[config.mk]
export PLATFORM = sky130hd
export DESIGN_NAME = tkss_ctrl
export DESIGN_NICKNAME = d
export VERILOG_FILES = /design/src/hdl/tkss_pkg.sv /design/src/hdl/tkss_ctrl.sv
export SDC_FILE = /design/constraint.sdc
export NUM_CORES = 1
export LEC_CHECK = 0
export BUFFER_PORTS_ARGS = -buffer_cell sky130_fd_sc_hd__buf_4
export CELL_PAD_IN_SITES_DETAIL_PLACEMENT = 1
export CELL_PAD_IN_SITES_GLOBAL_PLACEMENT = 1
export CORE_UTILIZATION = 35
export DETAILED_ROUTE_END_ITERATION = 16
export HOLD_SLACK_MARGIN = 0.05
export PLACE_DENSITY_LB_ADDON = 0.1
export REMOVE_ABC_BUFFERS = 1
export SYNTH_ARGS = -nofsm -noshare
export SYNTH_HDL_FRONTEND = slang
export SYNTH_SLANG_ARGS = --single-unit
[constraint.sdc]
create_clock -name i_clk -period 2.05 [get_ports i_clk]
set_clock_uncertainty 0.2 [all_clocks]
set_input_delay 0.1025 -clock i_clk [delete_from_list [all_inputs] [get_ports i_clk]]
set_output_delay 0.1025 -clock i_clk [all_outputs]
set_load 0.02 [all_outputs]
[src/hdl/tkss_pkg.sv]
// Shared types and constants for the top-k range spread sum block.
package tkss_pkg;

    localparam int SAMPLE_W = 31;
    localparam int IDX_W    = 12;
    localparam int KEY_W    = SAMPLE_W + 2 * IDX_W;
    localparam int TOTAL_W  = 63;
    localparam int PICK_W   = 11;

    typedef struct packed {
        logic [SAMPLE_W-1:0] sample;
        logic                last;
    } t_in_word;

    typedef struct packed {
        logic [TOTAL_W-1:0] total;
        logic               exhausted;
    } t_out_word;

    typedef enum logic [4:0] {
        S_LOAD,
        S_BLD_CHK,
        S_BLD_WR,
        S_CLR,
        S_JOB_INIT,
        S_PSH_VRD,
        S_PSH_VCHK,
        S_PSH_SPR,
        S_PSH_UP,
        S_PSH_CMP,
        S_POP_CHK,
        S_POP_TAKE,
        S_POP_DN,
        S_POP_CMP,
        S_NB_START,
        S_NB_TRY,
        S_NB_NEXT,
        S_DONE
    } t_state;

    typedef enum logic [4:0] {
        OP_NONE,
        OP_LOAD,
        OP_BLD_NXL,
        OP_BLD_RD,
        OP_BLD_WR,
        OP_CLR,
        OP_JOB_INIT,
        OP_VSET,
        OP_PSH_KEY,
        OP_PUP_RD,
        OP_PUP_MOVE,
        OP_PUT_KEY,
        OP_EXH,
        OP_POP_RD,
        OP_POP_TAKE,
        OP_DN_RD,
        OP_DN_MOVE,
        OP_NB_START,
        OP_NB_SET,
        OP_NB_INC,
        OP_EMIT
    } t_dp_op;

    typedef struct packed {
        logic bld_done;
        logic bld_fit;
        logic clr_last;
        logic vis_hit;
        logic heap_full;
        logic heap_root;
        logic par_ge;
        logic dn_leaf;
        logic dn_stop;
        logic picks_done;
        logic heap_empty;
        logic nb_ok;
        logic nb_last;
    } t_dp_stat;

endpackage

[src/hdl/tkss_ctrl.sv]
// Sequencer for loading, table build, visited clear and heap search.
module tkss_ctrl (
    input  logic              i_clk,
    input  logic              i_rst_n,
    input  logic              i_in_valid,
    input  logic              i_in_last,
    input  logic              i_out_free,
    input  tkss_pkg::t_dp_stat i_stat,
    output logic              o_in_ready,
    output logic              o_emit,
    output tkss_pkg::t_dp_op  o_op
);

    tkss_pkg::t_state r_state, n_state;

    always_ff @(posedge i_clk) begin
        if (!i_rst_n) begin
            r_state <= tkss_pkg::S_LOAD;
        end else begin
            r_state <= n_state;
        end
    end

    always_comb begin
        n_state = r_state;
        unique case (r_state)
            tkss_pkg::S_LOAD: begin
                if (i_in_valid && i_in_last) n_state = tkss_pkg::S_BLD_CHK;
            end
            tkss_pkg::S_BLD_CHK: begin
                if (i_stat.bld_done) n_state = tkss_pkg::S_CLR;
                else if (i_stat.bld_fit) n_state = tkss_pkg::S_BLD_WR;
            end
            tkss_pkg::S_BLD_WR:   n_state = tkss_pkg::S_BLD_CHK;
            tkss_pkg::S_CLR: begin
                if (i_stat.clr_last) n_state = tkss_pkg::S_JOB_INIT;
            end
            tkss_pkg::S_JOB_INIT: n_state = tkss_pkg::S_PSH_VRD;
            tkss_pkg::S_PSH_VRD:  n_state = tkss_pkg::S_PSH_VCHK;
            tkss_pkg::S_PSH_VCHK: begin
                if (i_stat.vis_hit || i_stat.heap_full) n_state = tkss_pkg::S_NB_NEXT;
                else n_state = tkss_pkg::S_PSH_SPR;
            end
            tkss_pkg::S_PSH_SPR:  n_state = tkss_pkg::S_PSH_UP;
            tkss_pkg::S_PSH_UP: begin
                if (i_stat.heap_root) n_state = tkss_pkg::S_NB_NEXT;
                else n_state = tkss_pkg::S_PSH_CMP;
            end
            tkss_pkg::S_PSH_CMP: begin
                if (i_stat.par_ge) n_state = tkss_pkg::S_NB_NEXT;
                else n_state = tkss_pkg::S_PSH_UP;
            end
            tkss_pkg::S_POP_CHK: begin
                if (i_stat.picks_done || i_stat.heap_empty) n_state = tkss_pkg::S_DONE;
                else n_state = tkss_pkg::S_POP_TAKE;
            end
            tkss_pkg::S_POP_TAKE: n_state = tkss_pkg::S_POP_DN;
            tkss_pkg::S_POP_DN: begin
                if (i_stat.dn_leaf) n_state = tkss_pkg::S_NB_START;
                else n_state = tkss_pkg::S_POP_CMP;
            end
            tkss_pkg::S_POP_CMP: begin
                if (i_stat.dn_stop) n_state = tkss_pkg::S_NB_START;
                else n_state = tkss_pkg::S_POP_DN;
            end
            tkss_pkg::S_NB_START: n_state = tkss_pkg::S_NB_TRY;
            tkss_pkg::S_NB_TRY: begin
                if (i_stat.nb_ok) n_state = tkss_pkg::S_PSH_VRD;
                else n_state = tkss_pkg::S_NB_NEXT;
            end
            tkss_pkg::S_NB_NEXT: begin
                if (i_stat.nb_last) n_state = tkss_pkg::S_POP_CHK;
                else n_state = tkss_pkg::S_NB_TRY;
            end
            tkss_pkg::S_DONE: begin
                if (i_out_free) n_state = tkss_pkg::S_LOAD;
            end
            default: n_state = tkss_pkg::S_LOAD;
        endcase
    end

    always_comb begin
        o_op       = tkss_pkg::OP_NONE;
        o_in_ready = 1'b0;
        o_emit     = 1'b0;
        unique case (r_state)
            tkss_pkg::S_LOAD: begin
                o_in_ready = 1'b1;
                if (i_in_valid) o_op = tkss_pkg::OP_LOAD;
            end
            tkss_pkg::S_BLD_CHK: begin
                if (i_stat.bld_done) o_op = tkss_pkg::OP_NONE;
                else if (i_stat.bld_fit) o_op = tkss_pkg::OP_BLD_RD;
                else o_op = tkss_pkg::OP_BLD_NXL;
            end
            tkss_pkg::S_BLD_WR:   o_op = tkss_pkg::OP_BLD_WR;
            tkss_pkg::S_CLR:      o_op = tkss_pkg::OP_CLR;
            tkss_pkg::S_JOB_INIT: o_op = tkss_pkg::OP_JOB_INIT;
            tkss_pkg::S_PSH_VRD:  o_op = tkss_pkg::OP_NONE;
            tkss_pkg::S_PSH_VCHK: begin
                if (!(i_stat.vis_hit || i_stat.heap_full)) o_op = tkss_pkg::OP_VSET;
            end
            tkss_pkg::S_PSH_SPR:  o_op = tkss_pkg::OP_PSH_KEY;
            tkss_pkg::S_PSH_UP: begin
                if (i_stat.heap_root) o_op = tkss_pkg::OP_PUT_KEY;
                else o_op = tkss_pkg::OP_PUP_RD;
            end
            tkss_pkg::S_PSH_CMP: begin
                if (i_stat.par_ge) o_op = tkss_pkg::OP_PUT_KEY;
                else o_op = tkss_pkg::OP_PUP_MOVE;
            end
            tkss_pkg::S_POP_CHK: begin
                if (i_stat.picks_done) o_op = tkss_pkg::OP_NONE;
                else if (i_stat.heap_empty) o_op = tkss_pkg::OP_EXH;
                else o_op = tkss_pkg::OP_POP_RD;
            end
            tkss_pkg::S_POP_TAKE: o_op = tkss_pkg::OP_POP_TAKE;
            tkss_pkg::S_POP_DN: begin
                if (i_stat.dn_leaf) o_op = tkss_pkg::OP_PUT_KEY;
                else o_op = tkss_pkg::OP_DN_RD;
            end
            tkss_pkg::S_POP_CMP: begin
                if (i_stat.dn_stop) o_op = tkss_pkg::OP_PUT_KEY;
                else o_op = tkss_pkg::OP_DN_MOVE;
            end
            tkss_pkg::S_NB_START: o_op = tkss_pkg::OP_NB_START;
            tkss_pkg::S_NB_TRY: begin
                if (i_stat.nb_ok) o_op = tkss_pkg::OP_NB_SET;
            end
            tkss_pkg::S_NB_NEXT: begin
                if (!i_stat.nb_last) o_op = tkss_pkg::OP_NB_INC;
            end
            tkss_pkg::S_DONE: begin
                if (i_out_free) begin
                    o_op   = tkss_pkg::OP_EMIT;
                    o_emit = 1'b1;
                end
            end
            default: o_op = tkss_pkg::OP_NONE;
        endcase
    end

endmodule

* Word level (Yosys, flattened, before mapping)
Cells that the tools add are included.
Word-level totals: register bits 5, latch bits 0, memory bits (writable) 0, memory bits (read-only) 0, word-level logic and storage cells 58, memories 0
Cells by class: add/sub/neg operators 0, multipliers 0, div/mod/pow operators 0, magnitude comparators 0, equality and inequality tests 21, shift-type cells 0, mux-type cells 31, bitwise logic cells 0, reductions and logical operators 5
Operators with widths (number):
- 5-bit case mux with 18 select lines | 1
- 5-bit case mux with 17 select lines | 1
- 5-bit 2-to-1 mux | 14
- 5-bit by 4-bit == test with 1-bit output (second input constant) | 8
- 5-bit by 3-bit == test with 1-bit output (second input constant) | 4
- 5-bit by 2-bit == test with 1-bit output (second input constant) | 2
- 5-bit == test (second input constant) | 2
- 3-bit 2-to-1 mux | 3
- 2-bit 2-to-1 mux | 4
- 1-bit 2-to-1 mux | 7
- 2-bit != test (second input constant) | 3
- 5-bit by 1-bit == test with 1-bit output (second input constant) | 1
- 5-bit zero test | 1
- 4-bit 2-to-1 mux | 1
- 4-bit AND reduction | 1
- 3-bit != test (second input constant) | 1
- 1-bit logical OR | 2
- 1-bit logical AND | 1

* Depth between registers and ports, before layout
Gate-level depths: netlist of the first run.
depth after elaboration 3, gate-level depth with buffers 6, mapped depth without buffers 4

* Worst setup path after synthesis of the first run
No wires, ideal clock.
path type flip-flop to output port, from register r_state[1], to output port o_op[4], arrival 1637 ps, data required time 1747 ps, slack 111 ps, stages on the path, launching flop included 5, buffers on the path 1, cell sequence dfxtp_1 > buf_6 > or3b_4 > nor3_1 > a211o_1
Between the ends: cells in the longest elaborated chain, start to end 2, elaborated cells between the ends (all ways) 18, those cells by class eq/ne (16); mux (1); reduce/logical (1)
Ends and longest elaborated chain:
- start: declaration | line tkss_ctrl.sv:14 | tkss_pkg::t_state r_state, n_state;
- start signal: assignment | line tkss_ctrl.sv:18 | r_state <= tkss_pkg::S_LOAD;
- start signal: assignment | line tkss_ctrl.sv:20 | r_state <= n_state;
- 5-bit == test, or another cell as far along | line tkss_ctrl.sv:86 | unique case (r_state)
- 5-bit case mux with 17 select lines (*) | line tkss_ctrl.sv:86
- end: declaration | line tkss_ctrl.sv:11 | output tkss_pkg::t_dp_op o_op
Mark *: on every way between the ends. The rest lies on a longest branch, timed or not.

* Worst setup path after layout of the first run
from register r_state[1], to output port o_op[0]
Same word-level chain as after synthesis.

==> results of run 1 <==
==> what timing repair did <==
| action | in CTS | in global routing |
|---|---|---|
| endpoints found under the setup margin | 3 | 3 |
| resized for setup | 2 | 7 |
| hold buffers | 2 | 0 |
| hold endpoints to repair | 2 | 0 |
==> per-layer routing <==
layer,share of wire (%),GRT usage (%)
met1,42,35.0
met3,6.6,5.56
met4,0.43,1.90
met5,0,0
met2,51,49.3
==> power groups by stage <==
stage,combinational [uW],clock [uW],sequential (uW)
floorplan,211,0,161
global placement,455,0,135
detailed placement,462,0,137
CTS,468,121,136
global route,525,131,139
finish,484,118,139
==> through the flow <==
step                util (%)  power (uW)
finish                  57.4         740
global route            57.4         795
CTS                     55.6         724
detailed placement      53.3         599
global placement        53.3         590
floorplan                  -         372
==> worst max-delay path by stage <==
| stage | from | end | slack [ns] | depth (start not counted) |
|---|---|---|---|---|
| 6_report | r_state[1]$_SDFFE_PN0P_ | o_op[0] | 0.06 | 5 |
| 5_1_grt | r_state[2]$_SDFFE_PN0P_ | o_op[0] | -0.02 | 5 |
| 4_1_cts | r_state[0]$_SDFFE_PN0P_ | o_op[0] | 0.009 | 6 |
| 3_5_place_dp | r_state[2]$_SDFFE_PN0P_ | o_op[0] | 0.12 | 5 |
| 3_3_place_gp | r_state[2]$_SDFFE_PN0P_ | o_op[0] | 0.19 | 5 |
| 2_1_floorplan | r_state[1]$_SDFFE_PN0P_ | o_op[4] | -0.04 | 3 |
==> kinds of logic after synthesis <==
logic type             count (synthesis)
AO/OA/AOI/OAI                         41
buffers and inverters                 19
flip-flops                             5
multiplexers                           1
AND/OR/NAND/NOR                       49
==> critical path, delay by kind of cell (launching register included) <==
kind / cells / cell delay (ns)
and+or+nand+nor: 1 / 0.44
DFF: 1 / 0.40
buffers and inverters: 1 / 0.13
AOI/OAI and AO/OA: 3 / 0.48
==> final cells by class <==
type | count | share of cell area [%]
multi-input combinational | 91 | 54.5
clock buffer | 4 | 2.22
inverter | 8 | 2.54
tap | 27 | 2.85
sequential | 5 | 8.88
timing repair buffer | 45 | 29.0
==> layout by cell type, fill, tap and decap left out, drive strengths merged, types with 3 or more instances in the layout <==
cell     netlist  routed
a21oi          6       6
a22oi          3       3
a311oi         3       3
buf           10      43
clkbuf         1       4
dfxtp          5       5
inv            8       8
nand2          7       7
nand2b         4       4
nor2          12      12
o21ai          4       4
o22ai          3       3
o2bb2ai        4       4
or3b           3       3
==> flow_summary.json, run 1 <==
{
  "synth.mux.area_fraction_pct": 1.40,
  "fin_area_sq_um": 1180,
  "ys_types": 46,
  "clk_pin_slew_ns": 0.05,
  "syn_inst": 115,
  "ys_warn_count": 0,
  "final_max_slew_viol_count": 0,
  "fp.dieArea_sq_um": 2490,
  "reg2reg_depth": 5,
  "post-route-min-period_ns": 1.99,
  "critPathKind": "reg -> out",
  "cp_slowest_cell": "or3b_4",
  "pwr-share-seq_pct": 18.7,
  "synth.avg_cell_area_sq_um": 6.98,
  "grt_pass1_vias": 1086,
  "slowest_delay_ns": 0.44,
  "antennaDiodeCount": 0,
  "whs_path_depth": 3,
  "synthXorXnorAreaFrac_pct": 0,
  "antenna_found_initial": 0,
  "min_from": "i_stat[1]",
  "n_fill_cell": 276,
  "globalplace.congestion": 0.849,
  "synthTopCellsByCount": "nor2_1 (12), inv_1 (8), buf_2 (7), nand2_1 (7), a21oi_1 (6)",
  "r2r-start": "r_state[3]$_SDFFE_PN0P_",
  "cp_cell_sequence": "or3b_4, o32ai_2, o2bb2ai_1, a211o_1, buf_4",
  "num_rows": 16,
  "num-nets-final": 172,
  "postCtsSetupBuffers": 0,
  "tightestPinTransition_ns": 0.453,
  "critical_path_arrival_ns": 1.69,
  "worstSetupStartpointType": "register",
  "status": "finished clean",
  "timing.fmax_mhz": 502,
  "viasPerCell": 6.18,
  "critPathCaptureType": "output pin",
  "pin_count": 25,
  "setup_viol": 0,
  "slew_headroom_pct": 69.0,
  "synth_area_leaders": "dfxtp_1 (12%), nor2_1 (5.6%), buf_2 (4.4%)",
  "synth_edf_count": 0,
  "routed_wl_mm": 3.26,
  "clock_sinks": 5,
  "hpwl_mm": 2.49,
  "drive_gt1_share_pct": 38.6,
  "largest_reg_flops": 5,
  "irDropWorstVdd_v": 0.000568,
  "cts_tree": "done",
  "top_regs": "r_state x5",
  "crit_fanout": 14,
  "dp_slack_ns": 0.123,
  "syn_area_sq_um": 803,
  "hp-class": "in -> reg",
  "p_clk_share_pct": 15.9,
  "report.final.hold_viol_count": 0,
  "p_int_uw": 409,
  "p_leak_uw": 0.000467,
  "period_share_pct": 97.2,
  "hold_end": "r_state[4]$_SDFFE_PN0P_",
  "seqCellArea_sq_um": 105,
  "p_sw_share_pct": 44.7,
  "required_ns": 1.75,
  "synth_compound_area_share_pct": 38.3,
  "combPwrFrac_pct": 65.3,
  "drt_iter0_drc": 25,
  "r2r_slack_ns": 0.14,
  "synth_flop_cell": "dfxtp_1",
  "async_reset_ff_share_pct": 0,
  "htree_num_levels": 1,
  "die_h_um": 49.9,
  "numPortBuffers": 24,
  "grt_first_pass_wirelength_mm": 5.25,
  "dp.cells": 174,
  "grt.total_usage_pct": 27.6,
  "ys_seq_elements": 5,
  "tns_ns": 0,
  "dr.pass1.iters": 4,
  "synth_simple_gate_area_share_pct": 36.4,
  "coreArea_sq_um": 2060,
  "vias": 1112,
  "cap_violations": 0,
  "synth_top_family_by_area": "compound AO/OA/AOI/OAI gates",
  "clockBufferDepth": 2,
  "regMostFlops": "r_state",
  "layout.cells.non_filler": 180,
  "root_buffer": "clkbuf_4",
  "regToRegEndpoint": "r_state[2]$_SDFFE_PN0P_",
  "whs_ns": 0.0668,
  "yosysTopAreaCell": "dfxtp_1",
  "die_w_um": 49.9,
  "wl_per_cell_um": 18.1,
  "gr-total-overflow": 0,
  "area_growth_pct": 47.4,
  "p_switching_uw": 331,
  "placed_area_sq_um": 1100,
  "grt_max_degree": 15,
  "initial_core_util_pct": 39.0,
  "yosys.area.top_type_share_pct": 12.5,
  "ys_seq_area_share_pct": 12.5,
  "drtAntennaViolNets": 0,
  "numCtsBuffers": 3,
  "layout_setup_ws_ns": 0.0566,
  "synth_fa_ha_area_share_pct": 0,
  "powerDensity_nw_per_um2": 626,
  "yosysMostFrequentCell": "nor2_1",
  "clk_latency_ns": 0.25,
  "multi_input_area_sq_um": 646,
  "drc": 0
}
(Power assumes the default switching activity.)
==> inputs of run 2 (changes only) <==
--- a/config.mk
+++ b/config.mk
@@ -5,10 +5,11 @@
 export SDC_FILE = /design/constraint.sdc
 export NUM_CORES = 1
 export LEC_CHECK = 0
+export ABC_AREA = 1
 export BUFFER_PORTS_ARGS = -buffer_cell sky130_fd_sc_hd__buf_4
 export CELL_PAD_IN_SITES_DETAIL_PLACEMENT = 1
 export CELL_PAD_IN_SITES_GLOBAL_PLACEMENT = 1
-export CORE_UTILIZATION = 35
+export CORE_UTILIZATION = 31
 export DETAILED_ROUTE_END_ITERATION = 16
 export HOLD_SLACK_MARGIN = 0.05
 export PLACE_DENSITY_LB_ADDON = 0.1
==> run 2 against run 1 <==
  * Critical path depth grew 2
  * Wire length shrank 18%
  * Core utilization shrank 11 points
  * Sequential cell count is the same
  * Cell area shrank 12%
  * Largest cell class unchanged
  * First-iteration DRC count shrank 16%
  * Clock power shrank 8%
  * Combinational power shrank 40%
==> flow_summary.json, run 2 <==
{
  "final_cell_mix": "nand2_1 (37), buf_4 (25), inv_1 (16)",
  "final_max_slew_viol_count": 0,
  "coreArea_sq_um": 2250,
  "syn_inst": 140,
  "ys_warn_count": 0,
  "drtAntennaViolNets": 0,
  "layout.cells.non_filler": 199,
  "antennaDiodeCount": 0,
  "gr-total-overflow": 0,
  "yosysTopAreaCell": "nand2_1",
  "dr_wl_met3_um": 189,
  "fin_area_sq_um": 1040,
  "tightestPinTransition_ns": 0.324,
  "post-route-min-period_ns": 1.93,
  "num_rows": 17,
  "viasPerCell": 5.11,
  "powerDensity_nw_per_um2": 508,
  "r2r_slack_ns": 0.41,
  "critPathCaptureType": "output pin",
  "grt_first_pass_wirelength_mm": 4.28,
  "dr.pass1.iters": 4,
  "worstSetupStartpointType": "register",
  "top_regs": "r_state x5",
  "die_h_um": 51.2,
  "fin_util_pct": 46.2,
  "ys_types": 23,
  "clockBufferDepth": 2,
  "routed_wl_mm": 2.67,
  "whs_ns": 0.0694,
  "slew_headroom_pct": 78.2,
  "wl_per_cell_um": 13.4,
  "syn_area_sq_um": 751,
  "globalplace.congestion": 0.962,
  "wl_met2_mm": 1.29,
  "status": "finished clean",
  "clk_latency_ns": 0.23,
  "clock_sinks": 5,
  "period_share_pct": 94.0,
  "area_growth_pct": 38.8,
  "fp.dieArea_sq_um": 2620,
  "required_ns": 1.75,
  "clk_pin_slew_ns": 0.04,
  "dp.cells": 192,
  "cts_tree": "done",
  "synth_area_leaders": "nand2_1 (18%), dfxtp_1 (13%), nor2_1 (8.5%)",
  "pin_count": 25,
  "initial_core_util_pct": 33.3,
  "ys_seq_area_share_pct": 13.3,
  "yosys.area.top_type_share_pct": 18.5,
  "hp-class": "in -> reg",
  "ys_seq_elements": 5,
  "synth_flop_cell": "dfxtp_1",
  "report.final.hold_viol_count": 0,
  "antenna_found_initial": 0,
  "async_reset_ff_share_pct": 0,
  "critPathKind": "reg -> out",
  "drive_gt1_share_pct": 36.3,
  "synth_edf_count": 0,
  "grt.total_usage_pct": 22.0,
  "numCtsBuffers": 3,
  "drc": 0,
  "num-nets-final": 190,
  "finalPower_uw": 529,
  "cap_violations": 0,
  "synthTopCellsByCount": "nand2_1 (37), nor2_1 (17), inv_1 (16)",
  "regMostFlops": "r_state",
  "maxUsedRoutingLayer": "met4",
  "drt-met1-wl_mm": 1.12,
  "vias": 1017,
  "placed_area_sq_um": 966,
  "p_leak_uw": 0.000602,
  "setup_viol": 0,
  "timing.fmax_mhz": 519,
  "yosysMostFrequentCell": "nand2_1",
  "grt_max_degree": 11,
  "hpwl_mm": 2.36,
  "numPortBuffers": 24,
  "crit_fanout": 7,
  "largest_reg_flops": 5,
  "synth.avg_cell_area_sq_um": 5.36,
  "drt_iter0_drc": 21,
  "root_buffer": "clkbuf_4",
  "final_common_cell": "nand2_1",
  "die_w_um": 51.2,
  "critical_path_arrival_ns": 1.62,
  "grt_pass1_vias": 967,
  "htree_num_levels": 1,
  "irDropWorstVdd_v": 0.000324
}
run 2: cell count changes in the layout (fill, tap and decap cells not counted), sizes merged, moves of 4 or more:
cell | previous run | this run
nand3 | 2 | 13
inv | 8 | 23
buf | 43 | 25
o2bb2ai | 4 | 0
nand2 | 7 | 43
nand2b | 4 | 0
nor2 | 12 | 28
nand4 | 2 | 8
run 2: layout make-up:
class	count	area, sq um
Timing Repair Buffer	27	208
Sequential cell	5	106
Multi-Input combinational cell	112	581
Clock buffer	4	26.3
Inverter	23	86.3
Tap cell	28	35.0
Fill cell	335	1210
run 2: critical path, cell delays in order, from the launching register on:
cell and delay (ns):
dfxtp_4 0.36, inv_2 0.15, nand2_4 0.09, nor2_4 0.18
nand3_2 0.18, and3_1 0.22, nand4_1 0.08, buf_4 0.14
run 2: path summary, 6_finish.rpt:
check,from,to,cells past startpoint
min,i_stat[1],r_state[4]$_SDFFE_PN0P_,5
max reg2reg,r_state[4]$_SDFFE_PN0P_,r_state[0]$_SDFFE_PN0P_,9
max,r_state[4]$_SDFFE_PN0P_,o_op[0],7
min reg2reg,r_state[0]$_SDFFE_PN0P_,r_state[0]$_SDFFE_PN0P_,2
run 2: kinds of logic after synthesis:
family	Yosys count	synth area share, %
buffers and inverters	23	11.5
AOI/OAI and AO/OA	12	9.50
DFF	5	13.3
and+or+nand+nor	100	65.7
run 2: per-stage QoR:
step                 TNS [ns]  setup WS [ns]
floorplan                   0          0.460
global placement            0          0.217
detailed placement          0          0.212
CTS                         0         0.0267
global route        -0.000346      -0.000346
finish                      0          0.123
run 2: power by group:
group          switching (uW)  leakage (uW)  internal, uW
Combinational             179      0.000544           113
Clock                    35.3     0.0000150          73.3
Sequential               21.3     0.0000422           107
run 2: layer usage:
layer,vias to the layer above,global-route usage [%]
met2,38,37.3
met3,8,3.27
met4,0,5.41
li1,516,-
met1,455,28.9
met5,-,0
run 2: timing repair:
item / 4_1_cts / 5_1_grt
pin swaps: 0 / 0
setup endpoints to repair: 2 / 3
resized for setup: 1 / 7
hold endpoints to repair: 5 / 0
buffers inserted: 0 / 1
hold buffers: 2 / 0
